`config.mk`:
```
export PLATFORM = sky130hd
export DESIGN_NAME = cia_div_cell
export DESIGN_NICKNAME = d
export VERILOG_FILES = /design/src/hw/rtl/cia_pkg.sv /design/src/hw/rtl/cia_div_cell.sv
export SDC_FILE = /design/constraint.sdc
export NUM_CORES = 1
export LEC_CHECK = 0
export BUFFER_PORTS_ARGS = -buffer_cell sky130_fd_sc_hd__buf_2
export CORE_ASPECT_RATIO = 1.25
export CORE_MARGIN = 2
export CORE_UTILIZATION = 45
export CTS_CLUSTER_DIAMETER = 80
export DETAILED_ROUTE_END_ITERATION = 6
export MAX_ROUTING_LAYER = met4
export PLACE_DENSITY_LB_ADDON = 0.05
export RECOVER_POWER = 100
export SYNTH_ARGS = -nofsm -noshare
export SYNTH_HDL_FRONTEND = slang
export SYNTH_SLANG_ARGS = --single-unit
```
`constraint.sdc`:
```
create_clock -name clk -period 3.15 [get_ports clk]
set_input_delay 0.4725 -clock clk [delete_from_list [all_inputs] [get_ports clk]]
set_output_delay 0.4725 -clock clk [all_outputs]
set_load 0.1 [all_outputs]
```
`src/hw/rtl/cia_pkg.sv`:
```
// shared types and codes for the checked integer alu
`default_nettype none
package cia_pkg;

  localparam int DATA_WIDTH_DEFAULT = 32;
  localparam int VALUE_W = 32;

  localparam logic [2:0] OP_ADD = 3'd0;
  localparam logic [2:0] OP_SUB = 3'd1;
  localparam logic [2:0] OP_MUL = 3'd2;
  localparam logic [2:0] OP_DIV = 3'd3;
  localparam logic [2:0] OP_LT  = 3'd4;
  localparam logic [2:0] OP_GT  = 3'd5;

  localparam logic [2:0] ERR_NONE = 3'd0;
  localparam logic [2:0] ERR_LHS  = 3'd1;
  localparam logic [2:0] ERR_RHS  = 3'd2;
  localparam logic [2:0] ERR_OVF  = 3'd3;
  localparam logic [2:0] ERR_DIV0 = 3'd4;

  typedef struct packed {
    logic [2:0]         req_type;
    logic signed [31:0] lhs;
    logic signed [31:0] rhs;
    logic               lhs_is_number;
    logic               rhs_is_number;
  } req_t;

  typedef struct packed {
    logic signed [31:0] value;
    logic               is_boolean;
    logic [2:0]         error_code;
  } rsp_t;

  // per-item control carried down the pipeline
  typedef struct packed {
    logic [2:0] op;
    logic [2:0] err;
    logic       neg;
  } ctl_t;

endpackage
`default_nettype wire

```
`src/hw/rtl/cia_div_cell.sv`:
```
// one restoring division step; cells are chained, one quotient bit each
`default_nettype none
module cia_div_cell #(
  parameter int DATA_WIDTH = cia_pkg::DATA_WIDTH_DEFAULT,
  parameter int SIDE_W     = 8
) (
  input  wire logic                  clk,
  input  wire logic                  rst,
  input  wire logic                  en,
  input  wire logic                  in_vld,
  input  wire logic [DATA_WIDTH-1:0] in_rem,
  input  wire logic [DATA_WIDTH-1:0] in_dvd,
  input  wire logic [DATA_WIDTH-1:0] in_dvs,
  input  wire logic [SIDE_W-1:0]     in_side,
  output logic                       out_vld,
  output logic [DATA_WIDTH-1:0]      out_rem,
  output logic [DATA_WIDTH-1:0]      out_dvd,
  output logic [DATA_WIDTH-1:0]      out_dvs,
  output logic [SIDE_W-1:0]          out_side
);
  localparam int W = DATA_WIDTH;

  logic [W:0]   trial;
  logic         qbit;
  logic [W-1:0] rem_next;
  logic [W-1:0] dvd_next;

  always_comb begin
    trial    = {in_rem, in_dvd[W-1]} - {1'b0, in_dvs};
    qbit     = !trial[W];
    rem_next = qbit ? trial[W-1:0] : {in_rem[W-2:0], in_dvd[W-1]};
    // quotient bits shift in behind the dividend bits
    dvd_next = {in_dvd[W-2:0], qbit};
  end

  always_ff @(posedge clk) begin
    if (rst) begin
      out_vld <= 1'b0;
    end else if (en) begin
      out_vld <= in_vld;
    end
  end

  always_ff @(posedge clk) begin
    if (en) begin
      out_rem  <= rem_next;
      out_dvd  <= dvd_next;
      out_dvs  <= in_dvs;
      out_side <= in_side;
    end
  end

endmodule
`default_nettype wire

```
==> run_results.csv <==
group,metric,value,unit
placement,place_ws,-0.172,ns
clock_network,cts_resized,0,
global_route,met2_usage,36.8,%
placement,placed_cells,847,
power,power_density,660,mW/mm2
outcome,status,"complete, but fails checks",
clock_network,htree_levels,3,
clock_network,root_buffer,"clkbuf_16",
power,netSwitchingPower,2080,uW
logic_synthesis,synth_fp_nets,592,
finish,final_cells,864,
global_route,grt_max_degree,72,
die,start_util,46.2,%
timing,setup_tns,0,ns
power,swShare,43.7,%
timing,finalClockSkew,0,ns
drt,drc,0,
setup_path,crit_top_cell,"a21oi_1",
timing,worst_pin_slew,1.99,ns
logic_synthesis,synth_area_per_cell,12.5,um2
setup_path,cp-start-kind,"primary input",
global_route,track_usage,20.7,%
global_route,grt_antenna_before_repair,1,
global_route,use_met1,23.7,%
timing,drv_slew,35,
power,p_leak,0.00303,uW
setup_path,worstPathArrival,3.01,ns
timing,period_share,92.3,%
drt,viasPerCell,5.06,
placement,port_buffers,212,
placement,place.gp.congestion,0.861,
setup_path,path_cells,"buf_2 > inv_1 > ha_1 > fa_1 > nand2b_1 > a21oi_1 > o211ai_1 > a21oi_1 > o31a_2 > mux2i_1 > nor2_4 > buf_12 > mux2_1",
clock_network,clock_path_buffers,2,
logic_synthesis,yosysWarnings,0,
flow_run,maxCapViolCount,1,
clock_network,cts_hold_repair.buffers,0,
global_route,grt_pass1_vias,4260,
timing,finalSetupViolCount,0,
placement,hpwl,10900,um
timing,final.setup.worst_slack,0.243,ns
clock_network,cts_tree,"yes",
global_route,grt_pass1_wl,21100,um
clock_network,cts_buffers,9,
timing,finalHoldViolCount,0,
logic_synthesis,ys_types,50,
timing,slew_headroom,-32.3,%
die,dieArea,0.0135,mm2
logic_synthesis,ys.flop_type,"edfxtp_1",
drt,dr.pass1.iters,4,
worst_hold_path,hold_class,"in2reg",
finish,layout_common_cells,"clkbuf_1, edfxtp_1, buf_2, inv_1, a21oi_1",
die,dieWidth,104,um
timing,fmax,0.344,GHz
die,die_h,129,um
global_route,grtUsageMet3,4.18,%
power,ir_drop,0.000391,V
logic_synthesis,ys_seq_elements,105,
power,seq_power_share,36.9,%
power,pwr-share-comb,38.9,%
drt,wirelength,14000,um
logic_synthesis,ys_async_sr_fraction,0,%
finish,finish.utilization,58.9,%
setup_path,slowest_stage,"fa_1",
finish,fillers,1154,
logic_synthesis,ys_seq_area_share,55.6,%
logic_synthesis,synth_edf_count,104,
timing,period_needed,2.91,ns
finish,layout.nets,835,
logic_synthesis,syn_inst,451,
setup_path,path_max_fanout,16,
clock_network,clock_latency,0.35,ns
finish,final_layout_size_suffix_gt1_share,21.3,%
power,pwr-share-clk,24.2,%
worst_hold_path,hold_depth,2,
setup_path,cp-end-kind,"flop",
drt,post_drt_wl_per_cell,16.2,um
clock_network,postCtsSetupRepairBufs,0,
drt,antenna_left,0,
finish,syn2layout_area_growth,27.3,%
logic_synthesis,netlist_area,0.00565,mm2
drt,routed-via-count,4371,
clock_network,path_clk_slew,0.08,ns
power,p_int,2670,uW
global_route,overflow,0,
die,io-pin-count,213,
outcome,violations,"capacitance limit, slew limit",
drt,drt_iter0_drc,216,
die,rows,45,
setup_path,r2r_cells,2,
die,design.core.area,0.0122,mm2
setup_path,slowest_delay,0.38,ns
setup_path,required,3.25,ns
clock_network,cts_sinks,105,
timing,rsz0062_at_grt,"false",
global_route,busiest_layer,"met2",
finish,layout_commonest_cell,"clkbuf_1",
setup_path,crit_type,"in2reg",
## stage by stage
stage                     instance area, um2  total power (uW)  hold WS (ns)
final                                   7200              4750         0.263
after global routing                    7200              4930         0.265
after detailed placement                7120              3730         0.480
after floorplan                         5650              3330         0.545
after CTS                               7430              4880         0.255
after global placement                  7120              3720         0.467
## cell type report
class	count	area, um2	area share (%)
Sequential cell	105	3140	43.7
Multi-Input combinational cell	297	2220	30.8
Timing Repair Buffer	243	1170	16.3
Clock buffer	9	225	3.13
Tap cell	164	205	2.85
Inverter	38	143	1.98
Clock inverter	7	86.3	1.20
Antenna cell	1	2.50	0.0348
## worst paths after layout
path,start,end,slack [ns]
worst max-delay path,in_dvd[31],out_rem[9],0.24
worst min-delay path,rst,out_vld,0.26
worst max register to register,out_vld,out_vld,2.57
worst min register to register,out_vld,out_vld,0.50
## Yosys cell counts (all sizes together) (10+ instances only)
cell,number,area share [%]
nand3,10,0.89
mux2,28,7.2
xnor2,13,2.0
nand2,27,1.8
edfxtp,104,55
a21oi,39,3.5
o21ai,18,1.6
xor2,10,1.5
nor2,20,1.4
a21o,18,2.4
ha,32,7.1
inv,38,2.5
## kinds of logic (layout without fill, tap and decap cells)
family | after synthesis | after routing | share of synthesized area (%)
adder cells (fa/ha/maj) | 33 | 33 | 7.44
multiplexers | 34 | 34 | 8.30
buffers and inverters | 49 | 297 | 3.83
other | 0 | 1 | 0
AO/OA/AOI/OAI | 107 | 107 | 12.1
flip-flops | 105 | 105 | 55.6
XOR/XNOR | 23 | 23 | 3.57
AND/OR/NAND/NOR | 100 | 100 | 9.12
## per-layer routing
layer,vias to the layer above,share of wire (%)
met1,2038,41
met3,14,5.0
met4,0,1.5
li1,2173,-
met5,-,0
met2,146,52
## registers in the layout, indices dropped and copies added, names as in the netlist
name,flops
out_dvd,32
out_dvs,32
out_rem,32
out_side,8
out_vld,1
## critical path, delay by kind of cell
| family | cells | cell delay, ns |
|---|---|---|
| simple gates | 2 | 0.27 |
| compound gates | 4 | 0.77 |
| buf+inv | 3 | 0.29 |
| fa+ha+maj | 2 | 0.60 |
| mux | 2 | 0.60 |
## power by group through the flow
stage                     clock network, uW  logic (uW)  registers [uW]
after global routing                   1230        1940            1760
final                                  1150        1850            1750
after global placement                    0        1940            1770
after floorplan                           0         506            2820
after CTS                              1180        1960            1750
after detailed placement                  0        1950            1780
(Power assumes the default switching activity.)
