===== src/hw/rtl/cia_pkg.sv =====
// shared types and codes for the checked integer alu
`default_nettype none
package cia_pkg;

  localparam int DATA_WIDTH_DEFAULT = 32;
  localparam int VALUE_W = 32;

  localparam logic [2:0] OP_ADD = 3'd0;
  localparam logic [2:0] OP_SUB = 3'd1;
  localparam logic [2:0] OP_MUL = 3'd2;
  localparam logic [2:0] OP_DIV = 3'd3;
  localparam logic [2:0] OP_LT  = 3'd4;
  localparam logic [2:0] OP_GT  = 3'd5;

  localparam logic [2:0] ERR_NONE = 3'd0;
  localparam logic [2:0] ERR_LHS  = 3'd1;
  localparam logic [2:0] ERR_RHS  = 3'd2;
  localparam logic [2:0] ERR_OVF  = 3'd3;
  localparam logic [2:0] ERR_DIV0 = 3'd4;

  typedef struct packed {
    logic [2:0]         req_type;
    logic signed [31:0] lhs;
    logic signed [31:0] rhs;
    logic               lhs_is_number;
    logic               rhs_is_number;
  } req_t;

  typedef struct packed {
    logic signed [31:0] value;
    logic               is_boolean;
    logic [2:0]         error_code;
  } rsp_t;

  // per-item control carried down the pipeline
  typedef struct packed {
    logic [2:0] op;
    logic [2:0] err;
    logic       neg;
  } ctl_t;

endpackage
`default_nettype wire


===== src/hw/rtl/cia_front.sv =====
// decode stage: operand checks, add/sub/compare, magnitudes for mul and div
`default_nettype none
module cia_front #(
  parameter int DATA_WIDTH = cia_pkg::DATA_WIDTH_DEFAULT
) (
  input  wire logic                  clk,
  input  wire logic                  rst,
  input  wire logic                  en,
  input  wire logic                  req_vld,
  input  wire cia_pkg::req_t         req,
  output logic                       vld,
  output cia_pkg::ctl_t              ctl,
  output logic [cia_pkg::VALUE_W-1:0] simple,
  output logic [DATA_WIDTH-1:0]      mag_a,
  output logic [DATA_WIDTH-1:0]      mag_b
);
  localparam int W = DATA_WIDTH;

  logic signed [W-1:0] n;
  logic signed [W-1:0] m;
  logic [W:0]          sum;
  logic [W:0]          diff;
  logic                add_ovf;
  logic                sub_ovf;
  logic                lt;
  logic                gt;
  logic                n_min;
  logic                m_neg1;
  logic                m_zero;
  cia_pkg::ctl_t       ctl_next;
  logic [cia_pkg::VALUE_W-1:0] simple_next;
  logic [W-1:0]        mag_a_next;
  logic [W-1:0]        mag_b_next;

  always_comb begin
    n       = W'($unsigned(req.lhs));
    m       = W'($unsigned(req.rhs));
    sum     = {n[W-1], n} + {m[W-1], m};
    diff    = {n[W-1], n} - {m[W-1], m};
    add_ovf = sum[W] ^ sum[W-1];
    sub_ovf = diff[W] ^ diff[W-1];
    lt      = n < m;
    gt      = n > m;
    n_min   = n == {1'b1, {(W-1){1'b0}}};
    m_neg1  = &m;
    m_zero  = m == '0;
    mag_a_next = n[W-1] ? (~n + 1'b1) : n;
    mag_b_next = m[W-1] ? (~m + 1'b1) : m;

    ctl_next.op  = req.req_type;
    ctl_next.neg = n[W-1] ^ m[W-1];
    ctl_next.err = cia_pkg::ERR_NONE;
    if (!req.lhs_is_number) begin
      ctl_next.err = cia_pkg::ERR_LHS;
    end else if (!req.rhs_is_number) begin
      ctl_next.err = cia_pkg::ERR_RHS;
    end else begin
      case (req.req_type)
        cia_pkg::OP_ADD: if (add_ovf) ctl_next.err = cia_pkg::ERR_OVF;
        cia_pkg::OP_SUB: if (sub_ovf) ctl_next.err = cia_pkg::ERR_OVF;
        cia_pkg::OP_DIV: begin
          if (n_min && m_neg1) ctl_next.err = cia_pkg::ERR_OVF;
          else if (m_zero) ctl_next.err = cia_pkg::ERR_DIV0;
        end
        default: ctl_next.err = cia_pkg::ERR_NONE;
      endcase
    end

    case (req.req_type)
      cia_pkg::OP_ADD: simple_next = cia_pkg::VALUE_W'($signed(sum[W-1:0]));
      cia_pkg::OP_SUB: simple_next = cia_pkg::VALUE_W'($signed(diff[W-1:0]));
      cia_pkg::OP_LT:  simple_next = cia_pkg::VALUE_W'(lt);
      cia_pkg::OP_GT:  simple_next = cia_pkg::VALUE_W'(gt);
      default:         simple_next = '0;
    endcase
  end

  always_ff @(posedge clk) begin
    if (rst) begin
      vld <= 1'b0;
    end else if (en) begin
      vld <= req_vld;
    end
  end

  always_ff @(posedge clk) begin
    if (en) begin
      ctl    <= ctl_next;
      simple <= simple_next;
      mag_a  <= mag_a_next;
      mag_b  <= mag_b_next;
    end
  end

endmodule
`default_nettype wire


===== config.mk =====
export PLATFORM = sky130hd
export DESIGN_NAME = cia_front
export DESIGN_NICKNAME = d
export VERILOG_FILES = /design/src/hw/rtl/cia_pkg.sv /design/src/hw/rtl/cia_front.sv
export SDC_FILE = /design/constraint.sdc
export NUM_CORES = 1
export LEC_CHECK = 0
export ABC_CLOCK_PERIOD_IN_PS = 7700
export BUFFER_PORTS_ARGS = -buffer_cell sky130_fd_sc_hd__buf_2
export CAP_MARGIN = 40
export CORE_MARGIN = 8
export CORE_UTILIZATION = 55
export CTS_CLUSTER_DIAMETER = 50
export DETAILED_ROUTE_END_ITERATION = 8
export PLACE_DENSITY = 0.85
export RECOVER_POWER = 25
export SKIP_CTS_REPAIR_TIMING = 1
export SLEW_MARGIN = 10
export SYNTH_ARGS = -nofsm -noshare
export SYNTH_HDL_FRONTEND = slang
export SYNTH_SLANG_ARGS = --single-unit

===== constraint.sdc =====
create_clock -name clk -period 7.7 [get_ports clk]
set_input_delay 1.54 -clock clk [delete_from_list [all_inputs] [get_ports clk]]
set_output_delay 1.54 -clock clk [all_outputs]
set_load 0.05 [all_outputs]

==> flow_summary.toml, run 1 <==
[routing]
wirelength_um = 27640
drc_errors = 0
drt_iter0_drc = 644
routed_via_density = 6.279
dr.pass1.iters = 5
wire_per_inst_um = 21.53
antenna_left = 0
vias = 8062

[global_route]
grt_pass1_wl_um = 42890
antenna_found_initial = 1
overflow = 0
grt_max_degree = 54
grt_usage = 0.2765
grt_pass1_vias = 7927

[cts]
cts.htree.levels = 3
clk_latency_ns = 0.37
root_buffer = "clkbuf_16"
clock_sinks = 104
cts_tree = "yes"
clk_path_buf_depth = 2
clk_pin_slew_worst_paths_ns = 0.08
numCtsBuffers = 9

[synthesis]
ys_seq_area_frac = 0.3665
synth_most_common_cell = "edfxtp_1"
ys_types = 65
synthArstFlopShare = 0
ys_warn_count = 0
postSynthAreaPerCell_um2 = 9.066
yosysTopAreaCell = "edfxtp_1"
yosys-top-cells-area = "edfxtp_1 (36%), ha_1 (9.9%), xnor2_1 (8.7%), a21oi_1 (4.7%), nor2_1 (3.4%)"
synth_ff_type = "edfxtp_1"
syn_nets = 1079
yosys.area.top_type_share = 0.3641
ys_ff_latch = 104
syn-instance-count = 937
syn_area_mm2 = 0.008494
synth-edff-count = 103
synth_common_cells = "edfxtp_1 (103), xnor2_1 (84), a21oi_1 (80)"

[timing]
max_freq_mhz = 191.1
layout_setup_ws_ns = 2.467
rsz0062_at_grt = "no"
finalMaxSlewViolations = 171
fin_worst_skew_ns = 0
min_period_over_period = 0.6796
tightest_slew_ns = 2.716
maxSlewHeadroom = -0.8108
fin_setup_tns_ns = 0
setup_violations = 0
fin_crit_ns = 5.233
timing_hold_violations_final = 0

[power_and_ir_drop]
p_int_w = 0.001151
combPwrFrac = 0.371
p_seq_frac = 0.368
clock_power_share = 0.261
ir_drop_uv = 144.4
switchingPower_w = 0.0007636
power.share.switching = 0.3988
power.density_mw_per_mm2 = 195.1
p_leak_nw = 3.903

[min_path]
min_to = "vld$_SDFFE_PP0P_"
whs_path_depth = 2
min_path_type = "flip-flop to flip-flop"
min_from = "vld$_SDFFE_PP0P_"

[die]
dieArea_mm2 = 0.01968
rows = 45
core_mm2 = 0.01515
top_level_ports = 177
die_h_um = 140.3
start_util = 0.5608
die_w_um = 140.3

[worst_setup_path]
crit_type = "input port to flip-flop"
reg2reg_depth = 2
crit_path_max_fanout = 33
r2r_end = "vld$_SDFFE_PP0P_"
critPathCaptureType = "flip-flop"
r2r_start = "vld$_SDFFE_PP0P_"
rrSetupSlack_ns = 7.07
required_ns = 7.81
cp_data_arrival_time_ns = 5.34
cp-start-kind = "input port"

[run_status]
status = "finished, violations left"
violations = "capacitance limit, slew limit"

[cells_and_area]
layout-drive-gt1-share = 0.1834
fillers = 1314
layout.nets = 1233
area_growth_pct = 15.55
final_util = 0.6481
num_antenna_cells = 0

[placed_design]
place_hpwl_um = 21770
io_buffers = 176
place.gp.congestion = 1.016
dp_slack_ns = 2.867

[job]
drv_cap = 4
-- critical path: stages --
cell	delay (ns)
buf_2	0.08
clkbuf_1	1.18
inv_1	0.35
ha_1	0.64
inv_1	0.19
a21oi_1	0.27
nand4_1	0.14
a31oi_1	0.22
o21ai_0	0.14
xnor2_1	0.16
a211oi_1	0.32
a21boi_1	0.10
-- placed cells by master (no fill, tap or decap), types with 9 or more instances in the layout --
cell type  synthesis  final
nand3_1           28     28
o31ai_1           33     33
clkbuf_16          0      9
a211oi_1          14     14
nand2b_1           9      9
buf_2              0    159
xnor2_1           84     84
nand2_1           52     52
nor2_1            78     78
nor3_1            18     18
o21ai_0           58     58
nor4_1            17     17
inv_1             75     75
a31oi_1           10     10
clkbuf_1          35     20
a21oi_1           80     80
or3_1             10     10
o21bai_1          13     13
nand4_1           18     18
edfxtp_1         103    103
ha_1              67     67
or4_1              9      9
nor2b_1           10     10
-- stage by stage --
step                      hold slack, ns  instance area [µm²]  instances  power [W]
after floorplan                   0.7326                 8494        937   0.001210
after global placement            0.4774                 9500       1267   0.001413
after detailed placement          0.5041                 9528       1268   0.001419
after CTS                         0.5224                 9851       1284   0.001914
after global routing              0.5560                 9816       1284   0.001988
final                             0.5077                 9816       1284   0.001915
-- state kept, by name, indices dropped and copies added (netlist names) --
| signal | count |
|---|---|
| ctl | 7 |
| mag_a | 32 |
| mag_b | 32 |
| simple | 32 |
| vld | 1 |
-- cell type report --
cell class                      count  area [µm²]  share of cell area
Clock inverter                      7       97.59            0.009943
Tap cell                          188       235.2             0.02396
Sequential cell                   104        3113              0.3171
Clock buffer                        9       225.2             0.02294
Timing Repair Buffer              181       905.9             0.09229
Inverter                           75       281.5             0.02868
Multi-Input combinational cell    720        4957              0.5050
-- routing by layer --
| layer | GRT usage | vias up | routed length (µm) |
|---|---|---|---|
| met1 | 0.3020 | 3808 | 10480 |
| li1 | - | 3791 | - |
| met4 | 0.1543 | 0 | 1345 |
| met3 | 0.05708 | 79 | 2062 |
| met5 | 0 | - | 0 |
| met2 | 0.4921 | 384 | 13760 |
-- power by group through the flow --
stage | logic, W | registers (W) | clock network (W)
2_1_floorplan | 0.000293 | 0.000916 | 0
3_5_place_dp | 0.000703 | 0.000716 | 0
6_report | 0.000711 | 0.000704 | 0.000499
3_3_place_gp | 0.000698 | 0.000715 | 0
5_1_grt | 0.000755 | 0.000709 | 0.000523
4_1_cts | 0.000706 | 0.000704 | 0.000505
-- logic make-up (layout without fill, tap and decap cells) --
family | Yosys count | count (layout) | share of synthesized area
compound gates | 278 | 278 | 0.2131
xor+xnor | 86 | 86 | 0.08867
fa+ha+maj | 69 | 69 | 0.1034
buf+inv | 113 | 272 | 0.04993
flops | 104 | 104 | 0.3665
mux | 8 | 8 | 0.009427
simple gates | 279 | 279 | 0.1689
-- worst max path at each step --
stage          startpoint  cells after the start                   end
2_1_floorplan     req[34]                     10   mag_a[30]$_DFFE_PP_
3_3_place_gp      req[13]                     12  ctl[2]$_SDFFCE_PN0P_
3_5_place_dp      req[13]                     12  ctl[2]$_SDFFCE_PN0P_
4_1_cts           req[13]                     12  ctl[2]$_SDFFCE_PN0P_
5_1_grt           req[33]                     12  ctl[2]$_SDFFCE_PN0P_
6_report          req[33]                     12  ctl[2]$_SDFFCE_PN0P_
(Power assumes the default switching activity.)
==> inputs of run 2 (changes only) <==
ABC_AREA = 1   (was unset)
ABC_CLOCK_PERIOD_IN_PS = 4290   (was 7700)
CORE_UTILIZATION = 52   (was 55)
PLACE_DENSITY = 0.83   (was 0.85)
clock period = 4.29 ns   (was 7.7 ns; I/O delays follow)
==> flow_summary.toml, run 2 <==
[routing]
routed_via_density = 5.725
dr.pass1.iters = 6
vias = 9847
drt_iter0_drc = 1081
wire_per_inst_um = 19.72
drc_errors = 0
antenna_left = 0
wirelength_um = 33910

[power_and_ir_drop]
power.density_mw_per_mm2 = 321.1
p_leak_nw = 5.223
ir_drop_uv = 238.4

[timing]
fin_setup_tns_ns = 0
maxSlewHeadroom = -0.6133
fin_worst_skew_ns = 0
setup_violations = 0
fin_crit_ns = 3.107
max_freq_mhz = 321.9
rsz0062_at_grt = "no"
timing_hold_violations_final = 0
min_period_over_period = 0.7242
finalMaxSlewViolations = 42
tightest_slew_ns = 2.420

[cells_and_area]
layout-drive-gt1-share = 0.1659
regArea_mm2 = 0.003113
top_regs = "mag_a (32), mag_b (32), simple (32)"
mostFrequentLayoutCell = "nand2_1"
layout.nets = 1626
fillers = 1676
multi_input_area_mm2 = 0.005549
layout_common_cells = "nand2_1 (325), inv_1 (182), buf_2 (168), nor2_1 (152), edfxtp_1 (103)"
area_growth_pct = 14.84
final_util = 0.6080

[die]
top_level_ports = 177
die_h_um = 151.0
core_mm2 = 0.01790
dieArea_mm2 = 0.02280
start_util = 0.5294
die_w_um = 151.0
rows = 49

[synthesis]
synth_common_cells = "nand2_1 (325), inv_1 (182), nor2_1 (152)"
ys_warn_count = 0
synthArstFlopShare = 0
ys_seq_area_frac = 0.3284
syn_area_mm2 = 0.009478
syn_nets = 1455
synth-edff-count = 103
ys_types = 54
syn-instance-count = 1313
yosys-top-cells-area = "edfxtp_1 (33%), nand2_1 (13%), ha_1 (8.8%), inv_1 (7.2%), nor2_1 (6.0%)"
postSynthAreaPerCell_um2 = 7.218
yosysTopAreaCell = "edfxtp_1"
synth_ff_type = "edfxtp_1"
yosys.area.top_type_share = 0.3263
synth_most_common_cell = "nand2_1"
ys_ff_latch = 104

[cts]
root_buffer = "clkbuf_16"
clk_latency_ns = 0.36
clk_path_buf_depth = 2
clock_sinks = 104
cts_tree = "yes"
cts.htree.levels = 3
numCtsBuffers = 9
clk_pin_slew_worst_paths_ns = 0.09

[worst_setup_path]
cp-start-kind = "input port"
critPathCaptureType = "flip-flop"
path_delay_family = "simple AND/OR/NAND/NOR gates"
required_ns = 4.42
crit_type = "input port to flip-flop"
crit_top_cell = "nand2_1"
max_stage_delay_ns = 0.47
crit_path_max_fanout = 6
crit_chain = "clkbuf_1 -> inv_1 -> ha_1 -> o21ai_0 -> nand3_1 -> nand2_1 -> nand2_1 -> nand2_2 -> nand2_1 -> nand2_1 -> nand2_1 -> nand3_2 -> nand3_1 -> nand2_1 -> nand2_1"
cp_data_arrival_time_ns = 3.24
crit_buf_inv = 2
slowest_stage = "o21ai_0"

[placed_design]
io_buffers = 176
place.gp.congestion = 1.025
place_hpwl_um = 27560

[global_route]
grt_pass1_wl_um = 50670
grt_max_degree = 64
antenna_found_initial = 3
overflow = 0
grt_pass1_vias = 9476
grt_usage = 0.2902

[run_status]
violations = "capacitance limit, slew limit"
status = "finished, violations left"

[min_path]
min_path_type = "flip-flop to flip-flop"

[job]
drv_cap = 1
run 2: cell types whose count changed after synthesis, sizes merged, moves of 26 or more:
cell and change:
nor2 +81, o31ai -30, nand3 +48, inv +112, xor2 +58, nand2 +286, clkbuf -26, xnor2 -76
run 2: worst reg2reg max path, cell delays in order, from the launching register on:
cell     delay, ns
dfxtp_1       0.33
mux2i_1       0.13
nor2_1        0.06
run 2: logic make-up (layout without fill, tap and decap cells):
| logic type | after synthesis | count (layout) | share of synthesized area |
|---|---|---|---|
| AND/OR/NAND/NOR | 651 | 651 | 0.3005 |
| other | 0 | 2 | 0 |
| flip-flops | 104 | 104 | 0.3284 |
| AO/OA/AOI/OAI | 208 | 208 | 0.1285 |
| buffers and inverters | 212 | 388 | 0.08607 |
| XOR/XNOR | 68 | 68 | 0.06284 |
| adder cells (fa/ha/maj) | 69 | 69 | 0.09267 |
| multiplexers | 1 | 1 | 0.001056 |
run 2: path summary, 6_finish.rpt:
check	startpoint	to	slack [ns]	cells past startpoint
max	req[3]	ctl[1]$_SDFFCE_PN1P_	1.18	15
min	vld$_SDFFE_PP0P_	vld$_SDFFE_PP0P_	0.56	2
max reg2reg	vld$_SDFFE_PP0P_	vld$_SDFFE_PP0P_	3.67	2
min reg2reg	vld$_SDFFE_PP0P_	vld$_SDFFE_PP0P_	0.56	2
run 2: power breakdown:
group	internal (W)	total, W	switching (W)	leakage (nW)
clock network	0.000413	0.000869	0.000456	0.143
registers	0.00124	0.00127	0.0000274	1.01
logic	0.000340	0.00136	0.00102	4.07
run 2: through the flow:
stage	hold WS (ns)	area [µm²]	total power (W)	setup slack [ns]	instances
after floorplan	0.7326	9478	0.002217	1.595	1313
after global placement	0.4727	10610	0.002608	0.9771	1702
after detailed placement	0.5435	10610	0.002623	0.9422	1702
after CTS	0.5575	10900	0.003476	1.306	1718
after global routing	0.5977	10880	0.003632	1.019	1720
final	0.5604	10880	0.003495	1.183	1720
run 2: area by class of cell:
type,count,area share
inverters,189,0.06518
diodes,2,0.0004598
well taps,229,0.02632
multi-input cells,997,0.5098
repair buffers,183,0.08564
flip-flops and latches,104,0.2860
clock buffers,10,0.02104
clock inverters,6,0.005518
run 2: routing by layer:
metal | share of wire | track usage
met1 | 0.42 | 0.3921
met2 | 0.45 | 0.4636
met3 | 0.10 | 0.05557
met4 | 0.022 | 0.08412
met5 | 0.00038 | 0
